`src/rtl/core/mbba_pkg.sv`:
```
// ============================================================================
// mbba_pkg
// Shared types and constants of the multi-block bump allocator.
// ============================================================================
package mbba_pkg;

   // Field widths of the request and result items.
   localparam int SIZE_W   = 25;
   localparam int SHIFT_W  = 5;
   localparam int INDEX_W  = 4;
   localparam int STATUS_W = 2;

   // Size of a newly opened block after reset.
   localparam logic [SIZE_W-1:0] RESET_BLOCK_BYTES = SIZE_W'(2 << 16);

   // Outcome of one request.
   typedef enum logic [STATUS_W-1:0] {
      STATUS_PLACED    = 2'd0,
      STATUS_OPENED    = 2'd1,
      STATUS_TOO_LARGE = 2'd2,
      STATUS_NO_SLOT   = 2'd3
   } status_type;

   // Request token; walks the row one cell per cycle unless the row holds.
   typedef struct packed {
      logic                valid;
      logic                done;
      logic                too_large;
      logic [SIZE_W-1:0]   req_bytes;
      logic [SIZE_W-1:0]   align_mask;
      logic [INDEX_W-1:0]  block_index;
      logic [SIZE_W-1:0]   byte_offset;
      status_type          status;
   } token_type;

endpackage

```
`src/rtl/core/mbba_cell.sv`:
```
// ============================================================================
// mbba_cell
// One block slot: holds the block's size, fill level and open flag, and
// tries to place a passing request token before handing it to the next cell.
// ============================================================================
module mbba_cell
   import mbba_pkg::*;
#(
   parameter int CELL_INDEX = 0
) (
   input  logic              clock,
   input  logic              reset,
   input  logic              advance,
   input  logic [SIZE_W-1:0] block_bytes,
   input  token_type         token_in,
   output token_type         token_out
);

   logic              open_ff, open_in;
   logic [SIZE_W-1:0] fill_ff, fill_in;
   logic [SIZE_W-1:0] size_ff, size_in;
   token_type         token_ff, token_in_next;

   logic [SIZE_W:0]   round_sum;
   logic [SIZE_W:0]   start;
   logic [SIZE_W+1:0] end_pos;
   logic              fits;
   logic              active;

   // Round the fill level up to the alignment and check the fit.
   always_comb begin
      round_sum = {1'b0, fill_ff} + {1'b0, token_in.align_mask};
      start     = round_sum & ~{1'b0, token_in.align_mask};
      end_pos   = {1'b0, start} + {2'b0, token_in.req_bytes};
      fits      = (end_pos <= {2'b0, size_ff});
   end

   // Place the request, open this slot, report too large, or pass it on.
   always_comb begin
      open_in       = open_ff;
      fill_in       = fill_ff;
      size_in       = size_ff;
      token_in_next = token_in;
      active        = advance && token_in.valid && !token_in.done;
      if (active) begin
         if (open_ff) begin
            if (fits) begin
               fill_in                   = end_pos[SIZE_W-1:0];
               token_in_next.done        = 1'b1;
               token_in_next.block_index = INDEX_W'(CELL_INDEX);
               token_in_next.byte_offset = start[SIZE_W-1:0];
               token_in_next.status      = STATUS_PLACED;
            end
         end else if (token_in.too_large) begin
            token_in_next.done        = 1'b1;
            token_in_next.block_index = '0;
            token_in_next.byte_offset = '0;
            token_in_next.status      = STATUS_TOO_LARGE;
         end else begin
            open_in                   = 1'b1;
            size_in                   = block_bytes;
            fill_in                   = token_in.req_bytes;
            token_in_next.done        = 1'b1;
            token_in_next.block_index = INDEX_W'(CELL_INDEX);
            token_in_next.byte_offset = '0;
            token_in_next.status      = STATUS_OPENED;
         end
      end
   end

   // Slot state and outgoing token; only the flags are reset.
   always_ff @(posedge clock) begin
      if (reset) begin
         open_ff        <= 1'b0;
         token_ff.valid <= 1'b0;
      end else if (advance) begin
         open_ff        <= open_in;
         token_ff.valid <= token_in_next.valid;
      end
      if (advance) begin
         fill_ff                <= fill_in;
         size_ff                <= size_in;
         token_ff.done          <= token_in_next.done;
         token_ff.too_large     <= token_in_next.too_large;
         token_ff.req_bytes     <= token_in_next.req_bytes;
         token_ff.align_mask    <= token_in_next.align_mask;
         token_ff.block_index   <= token_in_next.block_index;
         token_ff.byte_offset   <= token_in_next.byte_offset;
         token_ff.status        <= token_in_next.status;
      end
   end

   assign token_out = token_ff;

endmodule

```
`config.mk`:
```
export PLATFORM = sky130hd
export DESIGN_NAME = mbba_cell
export DESIGN_NICKNAME = d
export VERILOG_FILES = /design/src/rtl/core/mbba_pkg.sv /design/src/rtl/core/mbba_cell.sv
export SDC_FILE = /design/constraint.sdc
export NUM_CORES = 1
export LEC_CHECK = 0
export ABC_AREA = 1
export BUFFER_PORTS_ARGS = -buffer_cell sky130_fd_sc_hd__buf_2
export CAP_MARGIN = 10
export CORE_UTILIZATION = 56
export CTS_CLUSTER_DIAMETER = 40
export DETAILED_ROUTE_END_ITERATION = 10
export HOLD_SLACK_MARGIN = 0.15
export PLACE_DENSITY = 0.93
export SKIP_CTS_REPAIR_TIMING = 1
export SLEW_MARGIN = 25
export SYNTH_ARGS = -nofsm -noshare
export SYNTH_HDL_FRONTEND = slang
export SYNTH_SLANG_ARGS = --single-unit
```
`constraint.sdc`:
```
create_clock -name clock -period 10.1 [get_ports clock]
set_clock_uncertainty 0.1 [all_clocks]
set_input_delay 2.02 -clock clock [delete_from_list [all_inputs] [get_ports clock]]
set_output_delay 2.02 -clock clock [all_outputs]
set_load 0.05 [all_outputs]
```
# After elaboration in Yosys (flattened, before gate mapping)
# Index checks and enable logic that the tools add are counted.
# W data, S select, Z words.
# classes
addsub,2
n_lt_le_gt_ge,1
eq_ne,2
n_mux,12
bitwise,4
n_reduce_logical,6
# op_table
operator,count
$mux W31,3
$mux W25,3
$add A26 B25 Y27,1
$le A27 B25 Y1,1
$add A25 B25 Y26,1
$and A26 B26 Y26,1
$not A25 Y26,1
$reduce_and A4 Y1,2
$mux W1,5
$ne A2 B1 Y1 const B,2
$logic_and A1 B1 Y1,2
$mux W2,1
$not A1 Y1,2
$reduce_and A2 Y1,1
$logic_not A1 Y1,1
# totals
reg_bits,135
inputBits,112
out_inout_bits,84
word_cells,38

# Longest topological paths before layout
# Gate-level depths: netlist of run 1.
# depth
ltp_word,7
mapped_depth,38
ltp_nobuf,38

# Worst setup path before layout of run 1
# No wires, ideal clock.
# synth_timing
path_kind,input-to-reg
from,in token_in[32] (netlist name)
to,"reg fill_ff[0], enable pin"
arrival_time_ns,7.190
setup_slack_ns,2.404
cell_stages,33
n_path_buf,0
path_cell_list,inv_1 fa_1 inv_1 nand2_1 o21ai_1 nand2_1 nand2_1 nor2_1 or3_1 inv_1 ha_1 nand2_1 inv_1 a21oi_1 nand3_1 nand2_1 inv_1 nor2_1 o21ai_0 a21oi_1 nand2_1 and2_1 ha_1 nand2_1 nor2_1 nand3_1 nor2_1 nand3_1 nand2_2 nand4_4 nand2_2 nand2_1 nor2_1
# synth_via
elab_chain_len,6
# synth_lines
item,line,source
"start, declared",mbba_cell.sv:15,"input token_type token_in,"
$add A25 B25 Y26 / $not A25 Y26 (equally long branches),"mbba_cell.sv:32, mbba_cell.sv:33",
$and A26 B26 Y26 (*),mbba_cell.sv:33,"start = round_sum & ~{1'b0, token_in.align_mask};"
$add A26 B25 Y27 (*),mbba_cell.sv:34,"end_pos = {1'b0, start} + {2'b0, token_in.req_bytes};"
$le A27 B25 Y1 (*),mbba_cell.sv:35,"fits = (end_pos <= {2'b0, size_ff});"
$ne A2 B1 Y1 (no line) (*),n/a,
$reduce_and A4 Y1 (no line) (*),n/a,
"end signal, assigned",mbba_cell.sv:81,fill_ff <= fill_in;
"end, declared",mbba_cell.sv:20,"logic [SIZE_W-1:0] fill_ff, fill_in;"
# Every way passes the cells marked *; elsewhere a longest branch is shown, timed or not.
# A chain may end at the register's enable or synchronous reset.

# Worst setup path in the final report of run 1
# Same ends and word-level chain as after synthesis.

==> impl_results.md, run 1 <==
- PortBufs: 195
- DR vias: 8,733
- Post-route minimum period: 8.80 ns
- Final-report max-slew violation count: 0
- Final Hold Viols: 0
- WL final: 26,000 um
- Clock transition at the registers of the reported paths: 0.06 ns
- Sw frac: 35.1%
- Root Buffer: clkbuf_16
- Fraction of layout cells with a size suffix above 1: 19.5%
- Internal power: 1.17 mW
- Synth Area in Adders: 10.3%
- Worst-case clock buffer depth: 2
- HP Class: register to register
- Period utilization: 87.1%
- Max stage delay on crit path: 0.55 ns
- Die width: 131 um
- Post-Synthesis Cells: 1,181
- Drc violations: 0
- Largest family of logic cells by synthesized area: simple AND/OR/NAND/NOR gates
- CP max FO: 26
- DR pass1 iterations: 8
- Crit path top cell by count: nand2_1
- Area leader, netlist: edfxtp_1
- Max-slew headroom: 35.8%
- HPWL after DPL: 20,100 um
- Pwr per Cell Area: 163 nW/um^2
- Fmax: 114 MHz
- Seq/Total Area, Yosys: 43.2%
- Routed len/inst: 16.1 um
- Synth unique cells: 44
- Maximum vdd drop: 116 uV
- Remaining antenna violation count: 0
- Unrepaired setup endpoints after global routing: no
- Comb pwr share: 29.6%
- Number of vias per cell: 5.43
- 1st-iter DRT viols: 856
- Die height: 131 um
- Reg power frac: 36.5%
- Post-synth EDFFs: 133
- Post-synth top flop: edfxtp_1
- Overall power: 1.81 mW
- Async set-or-reset flop fraction in the synthesized netlist: 0%
- Worst path required time: 10.10 ns
- Max Cap Viol: 0
- Top cells by area, synth: edfxtp_1 (43%), nand2_1 (15%), ha_1 (9.9%)
- Status: completed
- DP Worst Slack: 1.18 ns
- Clk pwr share: 33.9%
- Post-Syn Nets: 1,369
- XOR/XNOR Fraction of Synth Area: 1.88%
- Crit path setup slack, layout: 1.30 ns
- Area growth syn-to-layout: 19.0%
- Mapped Area: 9340 sq um
- Remaining global-route overflow: 0
- Tightest Pin Transition: 0.961 ns
- Nets: 1,568
- Leak Pwr: 5.79 nW
- Die Area: 17,200 sq um
- Synth Area per Inst: 7.91 sq um
- Clk sinks: 135
- Endpoint type of the worst setup path: register
- GR Util All Layers: 31.0%
- Initial core utilization: 58.2%
- First-pass GRT wire length: 41,300 um
- CP max stage cell: nand2_2
- Mux cell area share after synthesis: 0%
- P_sw: 0.635 mW
- Clk Latency, worst-skew pair: 0.43 ns
- I/O pin cnt: 196
- YS warnings: 0
- Final setup TNS: 0 ns
- Critical path type: primary input to register
- H-tree lvl count: 4
- CTS tree: built
- Pin count of the biggest net entering global routing: 56
- Synth Area in Simple Gates: 28.9%
- Post-synth top area share: 42.8%
- Synth Area in Compound Gates: 6.66%
- Placer Congestion: 0.925
- Antenna violations before repair: 0
- Vias in the first global route: 8,465
- FF+latch count, synth: 135
- Core footprint: 16,100 sq um
- # rows: 46
- CTS buffer count: 17
- CP Launch Type: primary input
- Crit path DAT: 8.79 ns
- Final setup viols: 0
- Hold WS: 0.361 ns
- # diodes: 0
- Final Util: 69.2%
-- Yosys cell counts (4+ instances only) --
cell type  instances
inv_1            193
or2_2              8
and2_1             7
o21bai_1           4
ha_1              74
nand3_1           68
o21ai_0           28
buf_2              4
nand2_1          384
nor2_2             4
inv_2              7
a21oi_1           62
edfxtp_1         133
xnor2_1            7
a21boi_0           4
nand2_2            8
nor3_1            12
nor2_1            69
nand3b_1           5
nand4_1           38
clkbuf_1           7
xor2_1            13
a21o_1             4
-- layout by cell type, fill, tap and decap left out, drive strengths merged, types with 3 or more instances in the layout --
| master | synthesis | layout |
|---|---|---|
| nand2 | 394 | 394 |
| inv | 200 | 202 |
| buf | 11 | 198 |
| edfxtp | 133 | 133 |
| nor2 | 75 | 75 |
| ha | 74 | 74 |
| nand3 | 71 | 71 |
| a21oi | 65 | 65 |
| nand4 | 39 | 39 |
| o21ai | 30 | 30 |
| clkbuf | 7 | 18 |
| xor2 | 13 | 13 |
| nor3 | 13 | 13 |
| or2 | 8 | 8 |
| xnor2 | 7 | 7 |
| and2 | 7 | 7 |
| clkinv | 1 | 7 |
| nand3b | 5 | 5 |
| o21bai | 4 | 4 |
| a21o | 4 | 4 |
| a21boi | 4 | 4 |
| clkinvlp | 0 | 4 |
| or3 | 3 | 3 |
| a31oi | 3 | 3 |
-- power by group through the flow --
stage	combinational, mW	clock (mW)	sequential [mW]
after CTS	0.525	0.616	0.659
after global routing	0.584	0.637	0.661
after detailed placement	0.521	0	0.671
after global placement	0.510	0	0.670
after floorplan	0.286	0	0.759
final	0.535	0.613	0.659
-- logic make-up (layout without fill, tap and decap cells) --
family                     count (synthesis)  count (layout)
and+or+nand+nor                          618             618
buffers and inverters                    219             431
adders and majority gates                 76              76
xor gates and xnor gates                  20              20
DFF                                      135             135
AOI/OAI and AO/OA                        113             113
-- worst paths after layout --
check	startpoint	endpoint	slack, ns	cells past startpoint
max reg2reg	fill_ff[0]	fill_ff[0]	2.65	33
max	token_in[32]	fill_ff[0]	1.30	34
min reg2reg	token_out[83]	token_out[83]	0.36	2
min	token_out[83]	token_out[83]	0.36	2
-- cell type report --
cell class | count | area [sq um]
clock inverters | 14 | 153
inverters | 201 | 754
flip-flops and latches | 135 | 4040
multi-input cells | 827 | 4470
clock buffers | 18 | 429
fillers | 1269 | 4940
well taps | 216 | 270
repair buffers | 198 | 1000
-- state kept, by name (all words and copies together), names as in the netlist --
| signal | count |
|---|---|
| open_ff | 1 |
| token_out | 84 |
| size_ff | 25 |
| fill_ff | 25 |
-- stage by stage --
step | cells | area, sq um
after CTS | 1609 | 11100
after floorplan | 1181 | 9340
after detailed placement | 1577 | 10500
final | 1609 | 11100
after global placement | 1577 | 10500
after global routing | 1609 | 11100
-- layer usage --
| layer | global-route usage, % | part of all wire, % | wire length, um |
|---|---|---|---|
| met5 | 0 | 0 | 0 |
| met4 | 13.1 | 3.3 | 870 |
| met3 | 5.59 | 7.7 | 1990 |
| met2 | 51.3 | 47 | 12100 |
| met1 | 39.9 | 42 | 11000 |
-- critical path: cells and delay by family --
family	cells	cell delay, ns
AND/OR/NAND/NOR	22	4.03
adder cells (fa/ha/maj)	3	1.16
AO/OA/AOI/OAI	4	0.86
buffers and inverters	5	0.68
(Power assumes the default switching activity.)
==> run 2, diff against run 1 <==
--- a/config.mk
+++ b/config.mk
@@ -6,13 +6,13 @@
 export NUM_CORES = 1
 export LEC_CHECK = 0
 export ABC_AREA = 1
-export BUFFER_PORTS_ARGS = -buffer_cell sky130_fd_sc_hd__buf_2
 export CAP_MARGIN = 10
 export CORE_UTILIZATION = 56
 export CTS_CLUSTER_DIAMETER = 40
 export DETAILED_ROUTE_END_ITERATION = 10
+export DONT_BUFFER_PORTS = 1
 export HOLD_SLACK_MARGIN = 0.15
-export PLACE_DENSITY = 0.93
+export PLACE_DENSITY = 0.83
 export SKIP_CTS_REPAIR_TIMING = 1
 export SLEW_MARGIN = 25
 export SYNTH_ARGS = -nofsm -noshare
==> run 2 against run 1 <==
Effect of this change:
- largest power group unchanged
- largest cell class unchanged
- critical path depth is the same
- clock power shrank 0.7%
- non-clock buffer count shrank 196
- final cell count shrank 12%
- critical path type unchanged
- global-route usage shrank 2.1 points
- combinational power shrank 29%
- register-to-register slack gained 0.09 ns
==> impl_results.md, run 2 (same netlist as run 1, synthesis figures left out) <==
- Area growth syn-to-layout: 8.24%
- Placer Congestion: 0.955
- Status: completed
- Largest register FFs: 84
- Endpoint type of the worst setup path: register
- Most frequent cells in the layout: nand2_1 (384), inv_1 (193), edfxtp_1 (133)
- Reg-to-Reg Start: fill_ff[0]
- Core footprint: 16,100 sq um
- Max stage delay on crit path: 0.53 ns
- Clock transition at the registers of the reported paths: 0.06 ns
- Worst path required time: 10.10 ns
- Hold EP: token_out[83]
- Reg2reg path depth: 34
- Dpl cell area: 9550 sq um
- Critical path type: primary input to register
- CTS buffer count: 17
- HP Class: register to register
- Pwr per Cell Area: 172 nW/um^2
- Max-slew headroom: 38.7%
- Leak Pwr: 5.01 nW
- Die Area: 17,200 sq um
- Placed cell count: 1,381
- Reg power frac: 43.2%
- Routed len/inst: 17.3 um
- DR pass1 iterations: 5
- Number of vias per cell: 5.62
- Max Cap Viol: 0
- Final setup TNS: 0 ns
- Clk sinks: 135
- CP max FO: 26
- Hold_sp: token_out[83]
- Sw frac: 34.5%
- Period utilization: 84.9%
- Comb pwr share: 21.9%
- Most common cell after layout, fill and taps aside: nand2_1
- # rows: 46
- Fmax: 117 MHz
- Final Hold Viols: 0
- FF-to-FF End: fill_ff[3]
- Nets: 1,372
- Vias in the first global route: 7,383
- Root Buffer: clkbuf_16
- Fraction of layout cells with a size suffix above 1: 5.93%
- I/O pin cnt: 196
- Unrepaired setup endpoints after global routing: no
- Remaining global-route overflow: 0
- # diodes: 0
- Flop-to-flop setup slack: 2.74 ns
- P_sw: 0.601 mW
- Clk pwr share: 34.9%
- Pin count of the biggest net entering global routing: 86
- CP Launch Type: primary input
- CP max stage cell: nand2_2
- HPWL after DPL: 18,800 um
- Crit path top cell by count: nand2_1
- PortBufs: 0
- Die height: 131 um
- Initial core utilization: 58.2%
- Final-report max-slew violation count: 0
- Non-Filler Instances: 1,413
- Drc violations: 0
- Fin area: 10,100 sq um
- Clk Latency, worst-skew pair: 0.43 ns
- Hold Path Cell Cnt: 2
- Maximum vdd drop: 125 uV
- Overall power: 1.74 mW
- Tightest Pin Transition: 0.918 ns
- CTS tree: built
- Final setup viols: 0
- Die width: 131 um
- WL final: 24,400 um
- Antenna violations before repair: 0
- GR Util All Layers: 28.8%
- H-tree lvl count: 4
- 1st-iter DRT viols: 820
- Worst-case clock buffer depth: 2
- Remaining antenna violation count: 0
- DR vias: 7,939
- Crit path DAT: 8.58 ns
- Post-route minimum period: 8.58 ns
- Internal power: 1.14 mW
- First-pass GRT wire length: 38,100 um
run 2: cell types whose count changed in the layout (fill, tap and decap cells not counted), sizes merged:
cell / delta
buf: -196
clkbuf: +2
clkinv: +1
clkinvlp: -3
run 2: worst max-delay path by stage:
| stage | startpoint | endpoint | slack, ns |
|---|---|---|---|
| after floorplan | token_in[32] | fill_ff[0] | 2.40 |
| after global placement | token_in[32] | fill_ff[0] | 1.35 |
| after detailed placement | token_in[31] | fill_ff[0] | 1.26 |
| after CTS | token_in[31] | fill_ff[3] | 1.57 |
| after global routing | token_in[31] | fill_ff[13] | 0.96 |
| final | token_in[31] | fill_ff[3] | 1.52 |
run 2: layout make-up:
class                   count  area [sq um]
clock buffers              20           437
well taps                 216           270
inverters                 201           754
clock inverters            12           128
multi-input cells         827          4470
fillers                  1332          5950
repair buffers              2          15.0
flip-flops and latches    135          4040
run 2: power by group through the flow:
stage	sequential (mW)	combinational (mW)	clock, mW
2_1_floorplan	0.759	0.286	0
3_3_place_gp	0.764	0.363	0
3_5_place_dp	0.765	0.369	0
4_1_cts	0.754	0.374	0.611
5_1_grt	0.755	0.427	0.634
6_report	0.753	0.381	0.609
run 2: critical path, delay by kind of cell:
family | cells | cell delay, ns
simple gates | 22 | 3.91
buf+inv | 5 | 0.70
compound gates | 4 | 0.92
fa+ha+maj | 3 | 0.99
run 2: metal layers:
| metal | global-route usage (%) | vias to the layer above | wire length, um |
|---|---|---|---|
| li1 | - | 3885 | - |
| met1 | 37.1 | 3615 | 10200 |
| met2 | 46.7 | 383 | 11400 |
| met3 | 7.02 | 56 | 2180 |
| met4 | 11.2 | 0 | 640 |
| met5 | 0 | - | 0 |
run 2: stage by stage:
| stage | setup slack (ns) | util [%] | hold slack [ns] |
|---|---|---|---|
| finish | 1.52 | 63.0 | 0.620 |
| global route | 0.964 | 63.0 | 0.629 |
| CTS | 1.57 | 63.0 | 0.622 |
| detailed placement | 1.26 | 59.5 | 0.614 |
| global placement | 1.35 | 59.4 | 0.591 |
| floorplan | 2.40 | - | 0.574 |
==> run 3, diff against run 2 <==
--- a/config.mk
+++ b/config.mk
@@ -12,7 +12,7 @@
 export DETAILED_ROUTE_END_ITERATION = 10
 export DONT_BUFFER_PORTS = 1
 export HOLD_SLACK_MARGIN = 0.15
-export PLACE_DENSITY = 0.83
+export PLACE_DENSITY = 0.86
 export SKIP_CTS_REPAIR_TIMING = 1
 export SLEW_MARGIN = 25
 export SYNTH_ARGS = -nofsm -noshare
==> constraint.sdc (replaced) <==
create_clock -name clock -period 7.5 [get_ports clock]
set_clock_uncertainty 0.1 [all_clocks]
set_input_delay 1.5 -clock clock [delete_from_list [all_inputs] [get_ports clock]]
set_output_delay 1.5 -clock clock [all_outputs]
set_load 0.05 [all_outputs]
==> run 3 against run 2 <==
Effect of this change:
- wire length grew 0.37%
- flip-flop and latch count is the same
- first-iteration DRC count shrank 3.8%
- register-to-register slack lost 1.5 ns
- final cell count grew 0.14%
- final area grew 0.48%
- worst hold slack lost 0.0067 ns
- via count grew 0.81%
- power grew 37%
- sequential share of layout area shrank 0.19 points
- non-clock buffer count grew 3
- clock-buffer cell count shrank 1
==> impl_results.md, run 3 (same netlist as run 1, synthesis figures left out) <==
- Worst-case clock buffer depth: 2
- Final setup TNS: 0 ns
- Final-report max-slew violation count: 0
- Hold WS: 0.613 ns
- DR pass1 iterations: 6
- Antenna violations before repair: 0
- Remaining antenna violation count: 0
- Most common cell after layout, fill and taps aside: nand2_1
- Non-Filler Instances: 1,415
- Core footprint: 16,100 sq um
- Vias in the first global route: 7,422
- I/O pin cnt: 196
- Initial core utilization: 58.2%
- PortBufs: 0
- Largest register FFs: 84
- Die Area: 17,200 sq um
- Placed cell count: 1,384
- WL final: 24,500 um
- Number of vias per cell: 5.66
- Pwr per Cell Area: 234 nW/um^2
- CP Launch Type: primary input
- GR Util All Layers: 29.2%
- Critical path type: primary input to register
- # diodes: 0
- Nets: 1,375
- Area growth syn-to-layout: 8.76%
- HPWL after DPL: 18,900 um
- Clk Latency, worst-skew pair: 0.44 ns
- Status: completed
- Placer Congestion: 0.968
- Max Cap Viol: 0
- Pin count of the biggest net entering global routing: 86
- DR vias: 8,003
- CTS buffer count: 17
- Worst path required time: 7.51 ns
- # rows: 46
- Post-route minimum period: 6.97 ns
- Clock transition at the registers of the reported paths: 0.06 ns
- 1st-iter DRT viols: 789
- Routed len/inst: 17.3 um
- Leak Pwr: 5.03 nW
- HP Class: register to register
- Final setup viols: 0
- Period utilization: 93.0%
- Die width: 131 um
- Clk sinks: 135
- Maximum vdd drop: 177 uV
- Final Hold Viols: 0
- First-pass GRT wire length: 38,300 um
- H-tree lvl count: 4
- CP max FO: 25
- Fraction of layout cells with a size suffix above 1: 6.51%
- Fmax: 143 MHz
- Crit path DAT: 6.98 ns
- Crit path top cell by count: nand2_1
- Remaining global-route overflow: 0
- Layout fillers: 1,343
- CP max stage cell: or3_1
- CTS tree: built
- Drc violations: 0
- Max-slew headroom: 38.4%
- Die height: 131 um
- Max stage delay on crit path: 0.44 ns
- Most frequent cells in the layout: nand2_1 (384), inv_1 (193), edfxtp_1 (133)
- Root Buffer: clkbuf_16
- Endpoint type of the worst setup path: register
- Tightest Pin Transition: 0.923 ns
run 3: cell types whose count changed in the layout (fill, tap and decap cells not counted), moves of 2 or more:
cell | previous run | this run
clkinvlp_4 | 1 | 3
clkinv_2 | 1 | 3
clkinv_1 | 4 | 1
buf_4 | 2 | 5
run 3: where the power goes:
group / switching, mW / internal (mW) / total [mW] / leakage [nW]
Sequential: 0.133 / 0.881 / 1.01 / 1.29
Combinational: 0.344 / 0.172 / 0.517 / 3.46
Clock: 0.331 / 0.520 / 0.851 / 0.279
Total: 0.809 / 1.57 / 2.38 / 5.03
run 3: worst paths after layout:
path	start	to	slack, ns	cells after the start
hold / removal	token_out[83]	token_out[83]	0.61	2
setup / recovery	token_in[31]	fill_ff[5]	0.53	34
hold reg to reg	token_out[83]	token_out[83]	0.61	2
setup reg to reg	fill_ff[1]	fill_ff[5]	1.23	34
run 3: worst max-delay path: cells and delay by family:
| family | cells | cell delay (ns) |
|---|---|---|
| simple gates | 22 | 3.01 |
| compound gates | 4 | 0.80 |
| fa+ha+maj | 3 | 0.97 |
| buf+inv | 5 | 0.67 |
run 3: final cells by class:
class,instances,area (sq um),area share [%]
clock buffers,19,433,4.26
clock inverters,12,154,1.51
inverters,201,754,7.43
multi-input cells,827,4480,44.1
flip-flops and latches,135,4040,39.7
well taps,216,270,2.66
repair buffers,5,37.5,0.369
run 3: per-layer routing:
metal	wire [um]	GRT usage [%]	vias up
met4	908	13.9	0
met1	10000	36.3	3637
li1	-	-	3892
met3	2140	7.56	69
met5	0	0	-
met2	11400	47.3	405
run 3: stage by stage:
step                instance area, sq um  setup WS [ns]  utilization [%]  power, mW
CTS                                10200          0.523             63.2       2.38
floorplan                           9340          0.324                -       1.41
finish                             10200          0.526             63.3       2.38
global route                       10200       -0.00202             63.3       2.48
global placement                    9560          0.302             59.6       1.52
detailed placement                  9570          0.175             59.6       1.53
